**src/hdl/mrs_pkg.sv**
```systemverilog
// package with types and constants for the motor run sequencer
`timescale 1ns / 1ps

package mrs_pkg;

	localparam int unsigned SpeedW     = 32;
	localparam int unsigned TimeW      = 32;
	localparam int unsigned StopSpeedW = 31;
	localparam int unsigned ConfirmW   = 16;
	localparam int unsigned ClassW     = 3;
	localparam int unsigned InDataW    = 72;
	localparam int unsigned OutDataW   = 8;
	localparam int unsigned CfgIndexW  = 1;

	// 10 rpm expressed in rad/s, unsigned Q15.16
	localparam logic [StopSpeedW-1:0] StopSpeedRst = 31'd68629;
	localparam logic [ConfirmW-1:0]   ConfirmRst   = 16'd100;

	localparam logic [CfgIndexW-1:0] RegStopSpeed = 1'd0;
	localparam logic [CfgIndexW-1:0] RegConfirm   = 1'd1;

	localparam logic [ClassW-1:0] ClsStandby = 3'd0;
	localparam logic [ClassW-1:0] ClsReady   = 3'd3;
	localparam logic [ClassW-1:0] ClsFault   = 3'd4;

	typedef enum logic [1:0] {
		ST_STOPPED  = 2'd0,
		ST_STARTING = 2'd1,
		ST_RUNNING  = 2'd2,
		ST_DECEL    = 2'd3
	} run_state_t;

	typedef enum logic [2:0] {
		ACT_NONE    = 3'd0,
		ACT_ENABLE  = 3'd1,
		ACT_DISABLE = 3'd2,
		ACT_CALIB   = 3'd3,
		ACT_ZERO    = 3'd4
	} action_t;

endpackage

```
**src/hdl/motor_run_sequencer.sv**
```systemverilog
// run/stop sequencer for a field-oriented motor drive
`timescale 1ns / 1ps

// Usage:
//  Input stream s_*: s_tuser is the item kind (1 = toggle the run request,
//  0 = task step); a task step carries the controller status class, the
//  signed Q16.16 speed and the millisecond tick in s_tdata.
//  Output stream m_*: one result per input item, in order, with the run
//  state, the action code and the gate, init and run request flags.
//  Config port: cfg_we writes cfg_wdata to register cfg_index
//  (0 stop speed threshold, 1 confirm time in ms); write only while idle.
//  Path: an input item passes the input register, then the result register,
//  before its result is valid. Throughput: one item per cycle while the
//  receiver accepts results; the state update is a single short decision
//  between the input and result registers.
//  When the receiver stalls, the result register holds and s_tready drops
//  only once both the input and result registers are full.
//  Reset (arst_n low) empties both registers, puts the sequencer in the
//  stopped state with all flags clear and loads the register defaults.
module motor_run_sequencer (
	input  logic                          clk,
	input  logic                          arst_n,
	input  logic                          s_tvalid,
	output logic                          s_tready,
	// status_class[2:0], speed[34:3], now_ms[66:35], zero fill
	input  logic [mrs_pkg::InDataW-1:0]   s_tdata,
	// op[0]
	input  logic [0:0]                    s_tuser,
	output logic                          m_tvalid,
	input  logic                          m_tready,
	// run_state[1:0], action[4:2], drive_enabled[5], is_initialized[6],
	// run_requested[7]
	output logic [mrs_pkg::OutDataW-1:0]  m_tdata,
	input  logic                          cfg_we,
	input  logic [mrs_pkg::CfgIndexW-1:0] cfg_index,
	input  logic [mrs_pkg::StopSpeedW-1:0] cfg_wdata
);

	logic [mrs_pkg::StopSpeedW-1:0] stop_speed_q;
	logic [mrs_pkg::ConfirmW-1:0]   confirm_q;

	logic                         valid_s1;
	logic                         op_s1;
	logic [mrs_pkg::ClassW-1:0]   cls_s1;
	logic [mrs_pkg::SpeedW-1:0]   speed_s1;
	logic [mrs_pkg::TimeW-1:0]    now_s1;

	mrs_pkg::run_state_t st_q, st_d;
	logic run_q, run_d;
	logic gate_q, gate_d;
	logic init_q, init_d;
	logic below_q, below_d;
	logic [mrs_pkg::TimeW-1:0] since_q, since_d;
	mrs_pkg::action_t act;

	logic                         out_valid_q;
	logic [mrs_pkg::OutDataW-1:0] out_data_q;

	logic                         adv;
	logic                         step;
	logic [mrs_pkg::SpeedW-1:0]   mag;
	logic                         below_thr;
	logic [mrs_pkg::TimeW-1:0]    elapsed;
	logic                         confirmed;
	logic                         active;

	assign adv      = !out_valid_q || m_tready;
	assign s_tready = !valid_s1 || adv;
	assign step     = valid_s1 && adv;

	assign m_tvalid = out_valid_q;
	assign m_tdata  = out_data_q;

	// most negative speed keeps magnitude 2^31 and never counts as below
	assign mag       = speed_s1[mrs_pkg::SpeedW-1] ?
		({mrs_pkg::SpeedW{1'b0}} - speed_s1) : speed_s1;
	assign below_thr = mag < {1'b0, stop_speed_q};
	assign elapsed   = now_s1 - since_q;
	assign confirmed = elapsed >= {{(mrs_pkg::TimeW - mrs_pkg::ConfirmW){1'b0}}, confirm_q};
	assign active    = (st_q == mrs_pkg::ST_RUNNING) || (st_q == mrs_pkg::ST_DECEL);

	always_ff @(posedge clk or negedge arst_n) begin
		if (!arst_n) begin
			stop_speed_q <= mrs_pkg::StopSpeedRst;
			confirm_q    <= mrs_pkg::ConfirmRst;
		end else if (cfg_we) begin
			case (cfg_index)
				mrs_pkg::RegStopSpeed: stop_speed_q <= cfg_wdata;
				mrs_pkg::RegConfirm:   confirm_q <= cfg_wdata[mrs_pkg::ConfirmW-1:0];
				default: ;
			endcase
		end
	end

	always_ff @(posedge clk or negedge arst_n) begin
		if (!arst_n) begin
			valid_s1 <= 1'b0;
		end else if (s_tready) begin
			valid_s1 <= s_tvalid;
		end
	end

	always_ff @(posedge clk) begin
		if (s_tready && s_tvalid) begin
			op_s1    <= s_tuser[0];
			cls_s1   <= s_tdata[2:0];
			speed_s1 <= s_tdata[34:3];
			now_s1   <= s_tdata[66:35];
		end
	end

	always_ff @(posedge clk or negedge arst_n) begin
		if (!arst_n) begin
			st_q    <= mrs_pkg::ST_STOPPED;
			run_q   <= 1'b0;
			gate_q  <= 1'b0;
			init_q  <= 1'b0;
			below_q <= 1'b0;
			since_q <= '0;
		end else if (step) begin
			st_q    <= st_d;
			run_q   <= run_d;
			gate_q  <= gate_d;
			init_q  <= init_d;
			below_q <= below_d;
			since_q <= since_d;
		end
	end

	always_comb begin
		st_d    = st_q;
		run_d   = run_q;
		gate_d  = gate_q;
		init_d  = init_q;
		below_d = below_q;
		since_d = since_q;
		act     = mrs_pkg::ACT_NONE;
		if (op_s1) begin
			run_d = !run_q;
		end else if (init_q && active && cls_s1 >= mrs_pkg::ClsFault) begin
			// hard stop on fault
			run_d   = 1'b0;
			gate_d  = 1'b0;
			below_d = 1'b0;
			st_d    = mrs_pkg::ST_STOPPED;
			act     = mrs_pkg::ACT_DISABLE;
		end else begin
			case (st_q)
				mrs_pkg::ST_STOPPED: begin
					if (run_q) st_d = mrs_pkg::ST_STARTING;
				end
				mrs_pkg::ST_STARTING: begin
					if (!run_q || (init_q && cls_s1 != mrs_pkg::ClsReady)) begin
						if (run_q) run_d = 1'b0;
						gate_d  = 1'b0;
						below_d = 1'b0;
						st_d    = mrs_pkg::ST_STOPPED;
						act     = mrs_pkg::ACT_DISABLE;
					end else if (cls_s1 == mrs_pkg::ClsReady) begin
						init_d = 1'b1;
						gate_d = 1'b1;
						st_d   = mrs_pkg::ST_RUNNING;
						act    = mrs_pkg::ACT_ENABLE;
					end else if (cls_s1 == mrs_pkg::ClsStandby) begin
						act = mrs_pkg::ACT_CALIB;
					end
				end
				mrs_pkg::ST_RUNNING: begin
					if (!run_q) begin
						below_d = 1'b0;
						st_d    = mrs_pkg::ST_DECEL;
						act     = mrs_pkg::ACT_ZERO;
					end
				end
				mrs_pkg::ST_DECEL: begin
					if (run_q) begin
						below_d = 1'b0;
						st_d    = mrs_pkg::ST_RUNNING;
					end else begin
						act = mrs_pkg::ACT_ZERO;
						if (!below_thr) begin
							below_d = 1'b0;
						end else if (!below_q) begin
							below_d = 1'b1;
							since_d = now_s1;
						end else if (confirmed) begin
							gate_d  = 1'b0;
							below_d = 1'b0;
							st_d    = mrs_pkg::ST_STOPPED;
							act     = mrs_pkg::ACT_DISABLE;
						end
					end
				end
				default: ;
			endcase
		end
	end

	always_ff @(posedge clk or negedge arst_n) begin
		if (!arst_n) begin
			out_valid_q <= 1'b0;
		end else if (adv) begin
			out_valid_q <= valid_s1;
		end
	end

	always_ff @(posedge clk) begin
		if (step) begin
			out_data_q <= {run_d, init_d, gate_d, act, st_d};
		end
	end

	// gate only on while running or ramping down
	a_gate_state: assert property (@(posedge clk) disable iff (!arst_n)
		m_tvalid && m_tdata[5] |-> (m_tdata[1:0] == mrs_pkg::ST_RUNNING ||
		m_tdata[1:0] == mrs_pkg::ST_DECEL))
		else $error("gate on outside running or decelerating");

	a_enable: assert property (@(posedge clk) disable iff (!arst_n)
		m_tvalid && m_tdata[4:2] == mrs_pkg::ACT_ENABLE |->
		m_tdata[5] && m_tdata[6] && m_tdata[1:0] == mrs_pkg::ST_RUNNING)
		else $error("enable result without running, gate and init");

	a_disable: assert property (@(posedge clk) disable iff (!arst_n)
		m_tvalid && m_tdata[4:2] == mrs_pkg::ACT_DISABLE |->
		!m_tdata[5] && m_tdata[1:0] == mrs_pkg::ST_STOPPED)
		else $error("disable result without stop");

	a_state_hold: assert property (@(posedge clk) disable iff (!arst_n)
		!step |=> $stable(st_q) && $stable(run_q) && $stable(gate_q))
		else $error("sequencer state moved without a step");

endmodule
```
**config.mk**
```make
export PLATFORM = sky130hd
export DESIGN_NAME = motor_run_sequencer
export DESIGN_NICKNAME = d
export VERILOG_FILES = /design/src/hdl/mrs_pkg.sv /design/src/hdl/motor_run_sequencer.sv
export SDC_FILE = /design/constraint.sdc
export NUM_CORES = 1
export LEC_CHECK = 0
export BUFFER_PORTS_ARGS = -buffer_cell sky130_fd_sc_hd__buf_2
export CORE_MARGIN = 2
export CORE_UTILIZATION = 45
export CTS_CLUSTER_SIZE = 10
export DETAILED_ROUTE_END_ITERATION = 10
export SLEW_MARGIN = 10
export SYNTH_ARGS = -nofsm -noshare
export SYNTH_HDL_FRONTEND = slang
export SYNTH_SLANG_ARGS = --single-unit
```
**constraint.sdc**
```tcl
create_clock -name clk -period 5.4 [get_ports clk]
set_input_delay 1.08 -clock clk [delete_from_list [all_inputs] [get_ports clk]]
set_output_delay 1.08 -clock clk [all_outputs]
set_load 0.005 [all_outputs]
```
After elaboration in Yosys (flattened, before gate mapping)
Index checks and enable logic that the tools add are counted.

operators by class
  add/subtract/negate cells = 2
  order comparisons = 3
  equality and inequality tests = 7
  multiplexer cells = 48
  bitwise logic cells = 5
  reductions and logical operators = 20

operators by type and width
  kind                                                                     number
  32-bit by 16-bit greater-or-equal comparator with 1-bit output           1
  32-bit by 31-bit < comparator with 1-bit output                          1
  32-bit 2-to-1 mux                                                        1
  1-bit by 32-bit subtractor with 32-bit output, first input constant      1
  32-bit subtractor                                                        1
  2-bit 2-to-1 mux                                                         14
  1-bit 2-to-1 mux                                                         24
  3-bit 2-to-1 mux                                                         5
  3-bit case mux with 3 select lines                                       1
  2-bit case mux with 4 select lines                                       1
  7-bit AND reduction                                                      1
  3-bit by 2-bit inequality test with 1-bit output, second input constant  2
  1-bit logical AND                                                        5
  1-bit inverter                                                           5
  5-bit AND reduction                                                      1
  2-bit == test, second input constant                                     2
  1-bit logical OR                                                         4
  2-bit AND reduction                                                      2
  4-bit nonzero test                                                       1
  3-bit by 2-bit == test with 1-bit output, second input constant          1
  3-bit greater-or-equal comparator, second input constant                 1
  1-bit logical NOT                                                        3
  3-bit logical NOT                                                        1
  3-bit inequality test, second input constant                             1
  other kinds (5)                                                          5

storage, ports and cells
  bits in registers = 163
  input port bits = 110
  output and inout port bits = 10
  logic and storage cells = 102

Logic depth before layout (Yosys ltp)
Gate-level depths: netlist of run 1.

  depth after elaboration = 9
  gate-level depth with buffers = 21

Least setup slack after synthesis of run 1
No wires, ideal clock.

  kind = reg2reg
  from = reg speed_s1[9] (netlist name)
  to = reg since_q[23] (netlist name)
  data arrival time = 4.734 ns
  required time = 5.275 ns
  slack = 0.542 ns
  stages on the path, launching flop included = 19
  clock period less this slack = 4.858 ns
  path through = edfxtp_1 -> or4_1 -> nor4_1 -> nand2b_1 -> or2_2 -> or3_1 -> o31ai_1 -> xnor2_1 -> ha_1 -> a21o_1 -> a21o_1 -> a21o_1 -> a21oi_1 -> nor2b_1 -> a211oi_1 -> nand2_1 -> nor4b_2 -> buf_2 -> mux2_2

on the way
  word-level cells in the longest chain between the ends = 4

RTL lines
  what                                                 line                        source
  start, declared                                      motor_run_sequencer.sv:45   logic [mrs_pkg::SpeedW-1:0] speed_s1;
  start signal, assigned                               motor_run_sequencer.sv:107  speed_s1 <= s_tdata[34:3];
  1-bit by 32-bit subtractor with 32-bit output        motor_run_sequencer.sv:76   ({mrs_pkg::SpeedW{1'b0}} - speed_s1) : speed_s1;
  32-bit 2-to-1 mux (*)                                motor_run_sequencer.sv:75   assign mag = speed_s1[mrs_pkg::SpeedW-1] ?
  32-bit by 31-bit < comparator with 1-bit output (*)  motor_run_sequencer.sv:77   assign below_thr = mag < {1'b0, stop_speed_q};
  7-bit AND reduction (no source line) (*)             -
  end signal, assigned                                 motor_run_sequencer.sv:126  since_q <= since_d;
  end, declared                                        motor_run_sequencer.sv:53   logic [mrs_pkg::TimeW-1:0] since_q, since_d;

Every way passes the cells marked *; elsewhere a longest branch is shown, timed or not.
A chain may end at the register's enable or synchronous reset.

Worst setup path after layout of run 1
  from = reg now_s1[0] (netlist name)
  to = reg out_data_q, in the netlist m_tdata[3], data pin

on the way
  word-level cells in the longest chain between the ends = 8

RTL lines
  what                                                            line                        source
  start, declared                                                 motor_run_sequencer.sv:46   logic [mrs_pkg::TimeW-1:0] now_s1;
  start signal, assigned                                          motor_run_sequencer.sv:108  now_s1 <= s_tdata[66:35];
  32-bit subtractor                                               motor_run_sequencer.sv:78   assign elapsed = now_s1 - since_q;
  32-bit by 16-bit greater-or-equal comparator with 1-bit output  motor_run_sequencer.sv:79   assign confirmed = elapsed >= {{(mrs_pkg::TimeW - mrs_pkg::ConfirmW){1'b0}}, confirm_q};
  3-bit 2-to-1 mux                                                motor_run_sequencer.sv:186  end else if (confirmed) begin
  3-bit 2-to-1 mux                                                motor_run_sequencer.sv:183  end else if (!below_q) begin
  3-bit 2-to-1 mux                                                motor_run_sequencer.sv:181  if (!below_thr) begin
  3-bit 2-to-1 mux                                                motor_run_sequencer.sv:176  if (run_q) begin
  3-bit case mux with 3 select lines                              motor_run_sequencer.sv:148  case (st_q)
  2-bit 2-to-1 mux                                                motor_run_sequencer.sv:140  end else if (init_q && active && cls_s1 >= mrs_pkg::ClsFault) begin
  end signal, assigned                                            motor_run_sequencer.sv:209  out_data_q <= {run_d, init_d, gate_d, act, st_d};
  end, declared                                                   motor_run_sequencer.sv:57   logic [mrs_pkg::OutDataW-1:0] out_data_q;

No other way between the ends.

==> flow_summary.ini, run 1 <==
[clock_tree]
count_of_hold_fix_buffers_inserted_at_cts = 0
cts_sinks = 163
cts_tree = yes
htree_depth = 4
clk_latency_ns = 0.44
clk_pin_slew_ns = 0.08
clockRootBuffer = sky130_fd_sc_hd__clkbuf_16
tritoncts.num_buffers = 17
max-clock-path-buffers = 2

[yosys]
synthDominantAreaCellType = sky130_fd_sc_hd__edfxtp_1
synthDominantCellAreaShare_pct = 23.48
netlist_top_cells_area = sky130_fd_sc_hd__edfxtp_1 23%, sky130_fd_sc_hd__dfrtp_1 20%, sky130_fd_sc_hd__ha_1 10%
yosysWarningCount = 0
ys_seq_area_share_pct = 46.00
synthMostInstantiatedCell = sky130_fd_sc_hd__inv_1
dominant_synthesized_flop_cell = sky130_fd_sc_hd__dfrtp_1
synth.avg_cell_area_um2 = 10.37
syn-num-nets = 1126
yosysUniqueCellTypes = 74
post_synth_edffs = 76
ys_async_sr_fraction_pct = 53.37
netlist_instances = 937
mappedNetlistArea_mm2 = 0.009718
synth.ff_latch_count = 163
synth.top_cells.by_count = 89 x sky130_fd_sc_hd__inv_1, 88 x sky130_fd_sc_hd__nand2_1, 78 x sky130_fd_sc_hd__dfrtp_1, 78 x sky130_fd_sc_hd__ha_1, 76 x sky130_fd_sc_hd__edfxtp_1

[sta]
slew_violations = 0
hold_viol = 0
layout_min_cycle_time_ns = 5.183
timing.final.crit_share_pct = 95.97
tightestPinTransition_ns = 0.9993
fin_worst_skew_ns = 0.01537
post_route_worst_setup_slack_ns = 0.2174
slew_headroom_pct = 33.38
fmaxAchievable_ghz = 0.1930
finalSetupTns_ns = 0
report.final.setup_viol = 0
holdWs_ns = 0.5045

[critical_path]
timing.critical_path.buf_inv = 1
category_of_the_worst_setup_path_launch_point = register
worst_path_largest_cell_delay_ns = 0.57
worst_setup_path_end_kind = register
path_cells = inv_1 -> ha_1 -> fa_1 -> nor2b_2 -> o2111ai_1 -> a21boi_1 -> o2111ai_1 -> nand2_1 -> xor2_1 -> ha_1 -> nor2b_1 -> o21ai_0 -> o21ai_0 -> or4_1 -> or4_1 -> a2111oi_4 -> and4_4 -> a21oi_2 -> o21a_1
crit_path_max_fanout = 5
reg2reg_depth = 19
setup.worst_path.class = reg2reg
worst_ep_arrival_time_ns = 5.37
worst_path_max_delay_cell = sky130_fd_sc_hd__or4_1
critical_path_cell_count = 19
critical_path_required_ns = 5.59
cpLargestDelayFamily = simple AND/OR/NAND/NOR gates

[place]
post-dp-hpwl_mm = 16.15
gp_congestion = 0.8965
dp_cells = 1304
pre_cts_slack_ns = 0.04888
placement.io_buffers = 114

[layout]
area_occupied_by_multi_input_gates_mm2 = 0.004833
layout.nets = 1239
final_cells = 1338
drive_above_1_share_pct = 22.95
syn2layout_area_growth_pct = 16.18
seqCellArea_mm2 = 0.004471
fillerInstances = 1928
antennaDiodeCount = 0

[detailed_routing]
dr_iter_0_viols = 296
antenna_violating_nets_remaining = 0
drt_first_pass_iters = 4
wire_per_inst_um = 16.04
finalWirelength_mm = 21.46
vias = 7197
post-route-drc-count = 0
avgViaCountPerCell = 5.379

[die]
die_h_um = 151.0
die_x_um = 151.0
floorplan.die_area_mm2 = 0.02279
core_region_area_mm2 = 0.02109
boundaryPins = 120
placementRows = 53
starting_utilization_of_the_core_area_pct = 46.08

[hold_path]
hold_class = reg2reg
whs_path_depth = 2

[global_routing]
global_route_wire_length_before_repair_mm = 34.42
initial_antenna_violation_count = 0
grt_start_max_net_pins = 62
groute.usage.overall_pct = 19.25
grt-ovfl-total = 0
vias_in_the_first_global_route = 6948

[power]
static-leakage-power_nw = 4.803
power_mw = 4.520
powerDensity_mw_per_mm2 = 400.3
vdd_ir_drop_max_v = 0.0002087

[flow_run]
drv.max_cap_violation_count = 0

[status]
outcome = completed
through the flow:
| step | area (um2) | util [%] |
|---|---|---|
| finish | 11290 | 53.54 |
| global route | 11290 | 53.54 |
| CTS | 11210 | 53.18 |
| detailed placement | 10590 | 50.23 |
| global placement | 10590 | 50.23 |
| floorplan | 9718 | - |
kinds of logic (layout without fill, tap and decap cells):
logic type | Yosys count | count (layout) | synth area share, %
compound gates | 244 | 244 | 16.67
xor+xnor | 48 | 48 | 4.326
fa+ha+maj | 79 | 79 | 10.25
buf+inv | 120 | 246 | 4.892
flops | 163 | 163 | 46.00
mux | 51 | 51 | 5.871
simple gates | 232 | 232 | 11.99
path summary, 6_finish.rpt:
path	start	to	slack, ns
worst max register to register	now_s1[0]$_DFFE_PP_	m_tdata[3]$_SDFFCE_PP0P_	0.22
worst max-delay path	now_s1[0]$_DFFE_PP_	m_tdata[3]$_SDFFCE_PP0P_	0.22
max in group asynchronous	arst_n	confirm_q[2]$_DFFE_PN1P_	3.73
min in group asynchronous	arst_n	since_q[6]$_DFFE_PN0P_	0.73
worst min register to register	stop_speed_q[16]$_DFFE_PN1P_	stop_speed_q[16]$_DFFE_PN1P_	0.50
worst min-delay path	stop_speed_q[16]$_DFFE_PN1P_	stop_speed_q[16]$_DFFE_PN1P_	0.50
worst register-to-register path: stages (launching register included):
cell                        delay [ns]
sky130_fd_sc_hd__edfxtp_1         0.35
sky130_fd_sc_hd__inv_1            0.05
sky130_fd_sc_hd__ha_1             0.22
sky130_fd_sc_hd__fa_1             0.42
sky130_fd_sc_hd__nor2b_2          0.15
sky130_fd_sc_hd__o2111ai_1        0.15
sky130_fd_sc_hd__a21boi_1         0.22
sky130_fd_sc_hd__o2111ai_1        0.18
sky130_fd_sc_hd__nand2_1          0.16
sky130_fd_sc_hd__xor2_1           0.18
sky130_fd_sc_hd__ha_1             0.26
sky130_fd_sc_hd__nor2b_1          0.13
sky130_fd_sc_hd__o21ai_0          0.18
sky130_fd_sc_hd__o21ai_0          0.17
sky130_fd_sc_hd__or4_1            0.56
sky130_fd_sc_hd__or4_1            0.57
sky130_fd_sc_hd__a2111oi_4        0.34
sky130_fd_sc_hd__and4_4           0.31
sky130_fd_sc_hd__a21oi_2          0.11
sky130_fd_sc_hd__o21a_1           0.21
final cells by class:
class | instances | share of cell area, %
multi-input combinational | 654 | 42.81
sequential | 163 | 39.59
timing repair buffer | 125 | 6.073
clock buffer | 18 | 3.989
tap | 275 | 3.047
inverter | 89 | 2.959
clock inverter | 14 | 1.529
power by group:
group	leakage [nW]	internal [mW]	switching, mW	total [mW]
Sequential	1.82	1.50	0.110	1.61
Clock	0.305	0.660	0.597	1.26
Combinational	2.68	0.709	0.945	1.65
sequential cells by signal, summed over array words and instances, names as in the netlist:
name	count
init_q	1
cls_s1	3
m_tdata	8
m_tvalid	1
since_q	32
run_q	1
now_s1	32
stop_speed_q	31
gate_q	1
st_q	2
op_s1	1
valid_s1	1
below_q	1
speed_s1	32
confirm_q	16
metal layers:
| layer | routed length [um] | GRT usage [%] | vias up |
|---|---|---|---|
| li1 | - | - | 3623 |
| met1 | 10300 | 26.48 | 3394 |
| met2 | 9995 | 31.45 | 161 |
| met3 | 875 | 3.434 | 19 |
| met4 | 285 | 5.234 | 0 |
| met5 | 0 | 0 | - |
placed cells by master (no fill, tap or decap), types with 39 or more instances in the layout:
master and count:
sky130_fd_sc_hd__o21ai_0 67, sky130_fd_sc_hd__buf_2 113, sky130_fd_sc_hd__nor2_1 39, sky130_fd_sc_hd__a21oi_1 53, sky130_fd_sc_hd__ha_1 76, sky130_fd_sc_hd__inv_1 89
sky130_fd_sc_hd__xnor2_1 42, sky130_fd_sc_hd__dfrtp_1 78, sky130_fd_sc_hd__mux2_2 48, sky130_fd_sc_hd__edfxtp_1 76, sky130_fd_sc_hd__nand2_1 88
what timing repair did:
action / CTS / global route
setup buffers: 0 / 1
gates resized for setup: 0 / 9
endpoints found under the hold margin: 0 / 0
setup endpoints to repair: 0 / 41
Power figures use the tool's default switching activity.
==> inputs of run 2 (changes only) <==
PLACE_DENSITY = 0.62   (was default)
==> flow_summary.ini, run 2 (synthesis gave the netlist of run 1 again) <==
[layout]
postLayoutCoreUtil_pct = 53.61
layout.cells.most_common = sky130_fd_sc_hd__buf_2
fillerInstances = 1897
layout.nets = 1248
reg.largest.list = now_s1: 32 flops, since_q: 32 flops, speed_s1: 32 flops
layout_common_cells = 113 x sky130_fd_sc_hd__buf_2, 89 x sky130_fd_sc_hd__inv_1, 88 x sky130_fd_sc_hd__nand2_1
syn2layout_area_growth_pct = 16.34
drive_above_1_share_pct = 23.32

[clock_tree]
cts_tree = yes
count_of_hold_fix_buffers_inserted_at_cts = 0
max-clock-path-buffers = 2
cts_sinks = 163
htree_depth = 4
clk_pin_slew_ns = 0.07
clk_latency_ns = 0.44
tritoncts.num_buffers = 17
clockRootBuffer = sky130_fd_sc_hd__clkbuf_16

[critical_path]
critical_path_required_ns = 5.58
worst_setup_path_end_kind = register
crit_path_max_fanout = 5
setup.worst_path.class = reg2reg
worst_path_max_delay_cell = sky130_fd_sc_hd__or4_1
category_of_the_worst_setup_path_launch_point = register
worst_path_largest_cell_delay_ns = 0.58
path_cells = ha_1 -> a21oi_1 -> o21ai_0 -> or3_1 -> nor3b_2 -> nor2_1 -> xor2_1 -> ha_1 -> a21oi_1 -> nor2b_1 -> o21ai_0 -> o21ai_0 -> or4_1 -> or4_1 -> a2111oi_2 -> and4_4 -> a21oi_2 -> o21a_1
worst_ep_arrival_time_ns = 5.41
crit_top_cell = sky130_fd_sc_hd__o21ai_0

[sta]
layout_min_cycle_time_ns = 5.224
report.final.setup_viol = 0
holdWs_ns = 0.4911
slew_headroom_pct = 34.51
finalSetupTns_ns = 0
slew_violations = 0
timing.final.crit_share_pct = 96.73
fmaxAchievable_ghz = 0.1914
post_route_worst_setup_slack_ns = 0.1763
hold_viol = 0
fin_worst_skew_ns = 0.01658
rsz_0062_raised_after_global_routing = no
tightestPinTransition_ns = 0.9823

[detailed_routing]
vias = 7275
dr_iter_0_viols = 473
antenna_violating_nets_remaining = 0
avgViaCountPerCell = 5.397
finalWirelength_mm = 21.74
wire_per_inst_um = 16.13
post-route-drc-count = 0
drt_first_pass_iters = 5

[global_routing]
grt-ovfl-total = 0
vias_in_the_first_global_route = 7223
groute.usage.overall_pct = 20.05
grt_start_max_net_pins = 62
initial_antenna_violation_count = 1
global_route_wire_length_before_repair_mm = 35.82

[flow_run]
drv.max_cap_violation_count = 0

[place]
gp_congestion = 0.8801
pre_cts_slack_ns = 0.1328
placement.io_buffers = 114
post-dp-hpwl_mm = 16.21

[die]
placementRows = 53
starting_utilization_of_the_core_area_pct = 46.08
die_h_um = 151.0
floorplan.die_area_mm2 = 0.02279
boundaryPins = 120
core_region_area_mm2 = 0.02109
die_x_um = 151.0

[power]
powerDensity_mw_per_mm2 = 397.2
static-leakage-power_nw = 4.837
vdd_ir_drop_max_v = 0.0001862

[status]
outcome = completed

[hold_path]
hold_class = reg2reg
==> run 2: cell type report <==
type	count	area, um2	area share [%]
sequential	163	4471	39.54
antenna	1	2.502	0.02213
tap	275	344.1	3.043
multi-input combinational	654	4815	42.59
timing repair buffer	134	753.2	6.662
clock buffer	20	483.0	4.272
inverter	89	334.1	2.955
clock inverter	12	103.9	0.9186
==> run 2: path summary, 6_finish.rpt <==
| kind | start | endpoint | slack (ns) | cells past startpoint |
|---|---|---|---|---|
| worst max register to register | now_s1[10]$_DFFE_PP_ | m_tdata[3]$_SDFFCE_PP0P_ | 0.18 | 18 |
| max in group asynchronous | arst_n | confirm_q[5]$_DFFE_PN1P_ | 3.73 | 2 |
| worst min register to register | valid_s1$_DFFE_PN0N_ | m_tvalid$_DFFE_PN0P_ | 0.49 | 1 |
| worst min-delay path | valid_s1$_DFFE_PN0N_ | m_tvalid$_DFFE_PN0P_ | 0.49 | 1 |
| min in group asynchronous | arst_n | since_q[4]$_DFFE_PN0P_ | 0.74 | 1 |
| worst max-delay path | now_s1[10]$_DFFE_PP_ | m_tdata[3]$_SDFFCE_PP0P_ | 0.18 | 18 |
==> run 2: repair_timing <==
item	in CTS	in global routing
buffers inserted	0	1
endpoints found under the setup margin	0	37
gates resized for setup	0	6
==> run 2: metrics by stage <==
stage	instances	power, mW	instance area [um2]
6_report	1348	4.491	11310
4_1_cts	1345	4.508	11250
2_1_floorplan	937	2.826	9718
5_1_grt	1347	4.823	11300
3_3_place_gp	1313	3.263	10660
3_5_place_dp	1313	3.282	10660
==> run 2: layer usage <==
metal  global-route usage [%]  part of all wire [%]  up-vias  wire length, um
met5                        0                     0        -                0
met4                    5.327                   1.6        0              350
met3                    3.946                   4.5       26              979
met2                    32.89                    47      178            10170
met1                    27.27                    47     3420            10240
li1                         -                     -     3651                -
==> run 2: worst max-delay path: cells and delay by family, from the launching register on <==
kind	cells	cell delay [ns]
adders and majority gates	2	0.64
AOI/OAI and AO/OA	8	1.59
xor gates and xnor gates	1	0.15
DFF	1	0.42
and+or+nand+nor	7	2.17
==> run 2: where the power goes <==
| part | total (mW) | switching, mW | leakage [nW] | internal, mW |
|---|---|---|---|---|
| logic | 1.68 | 0.948 | 2.72 | 0.731 |
| registers | 1.61 | 0.111 | 1.82 | 1.50 |
| clock network | 1.20 | 0.536 | 0.295 | 0.665 |
| total | 4.49 | 1.60 | 4.84 | 2.90 |
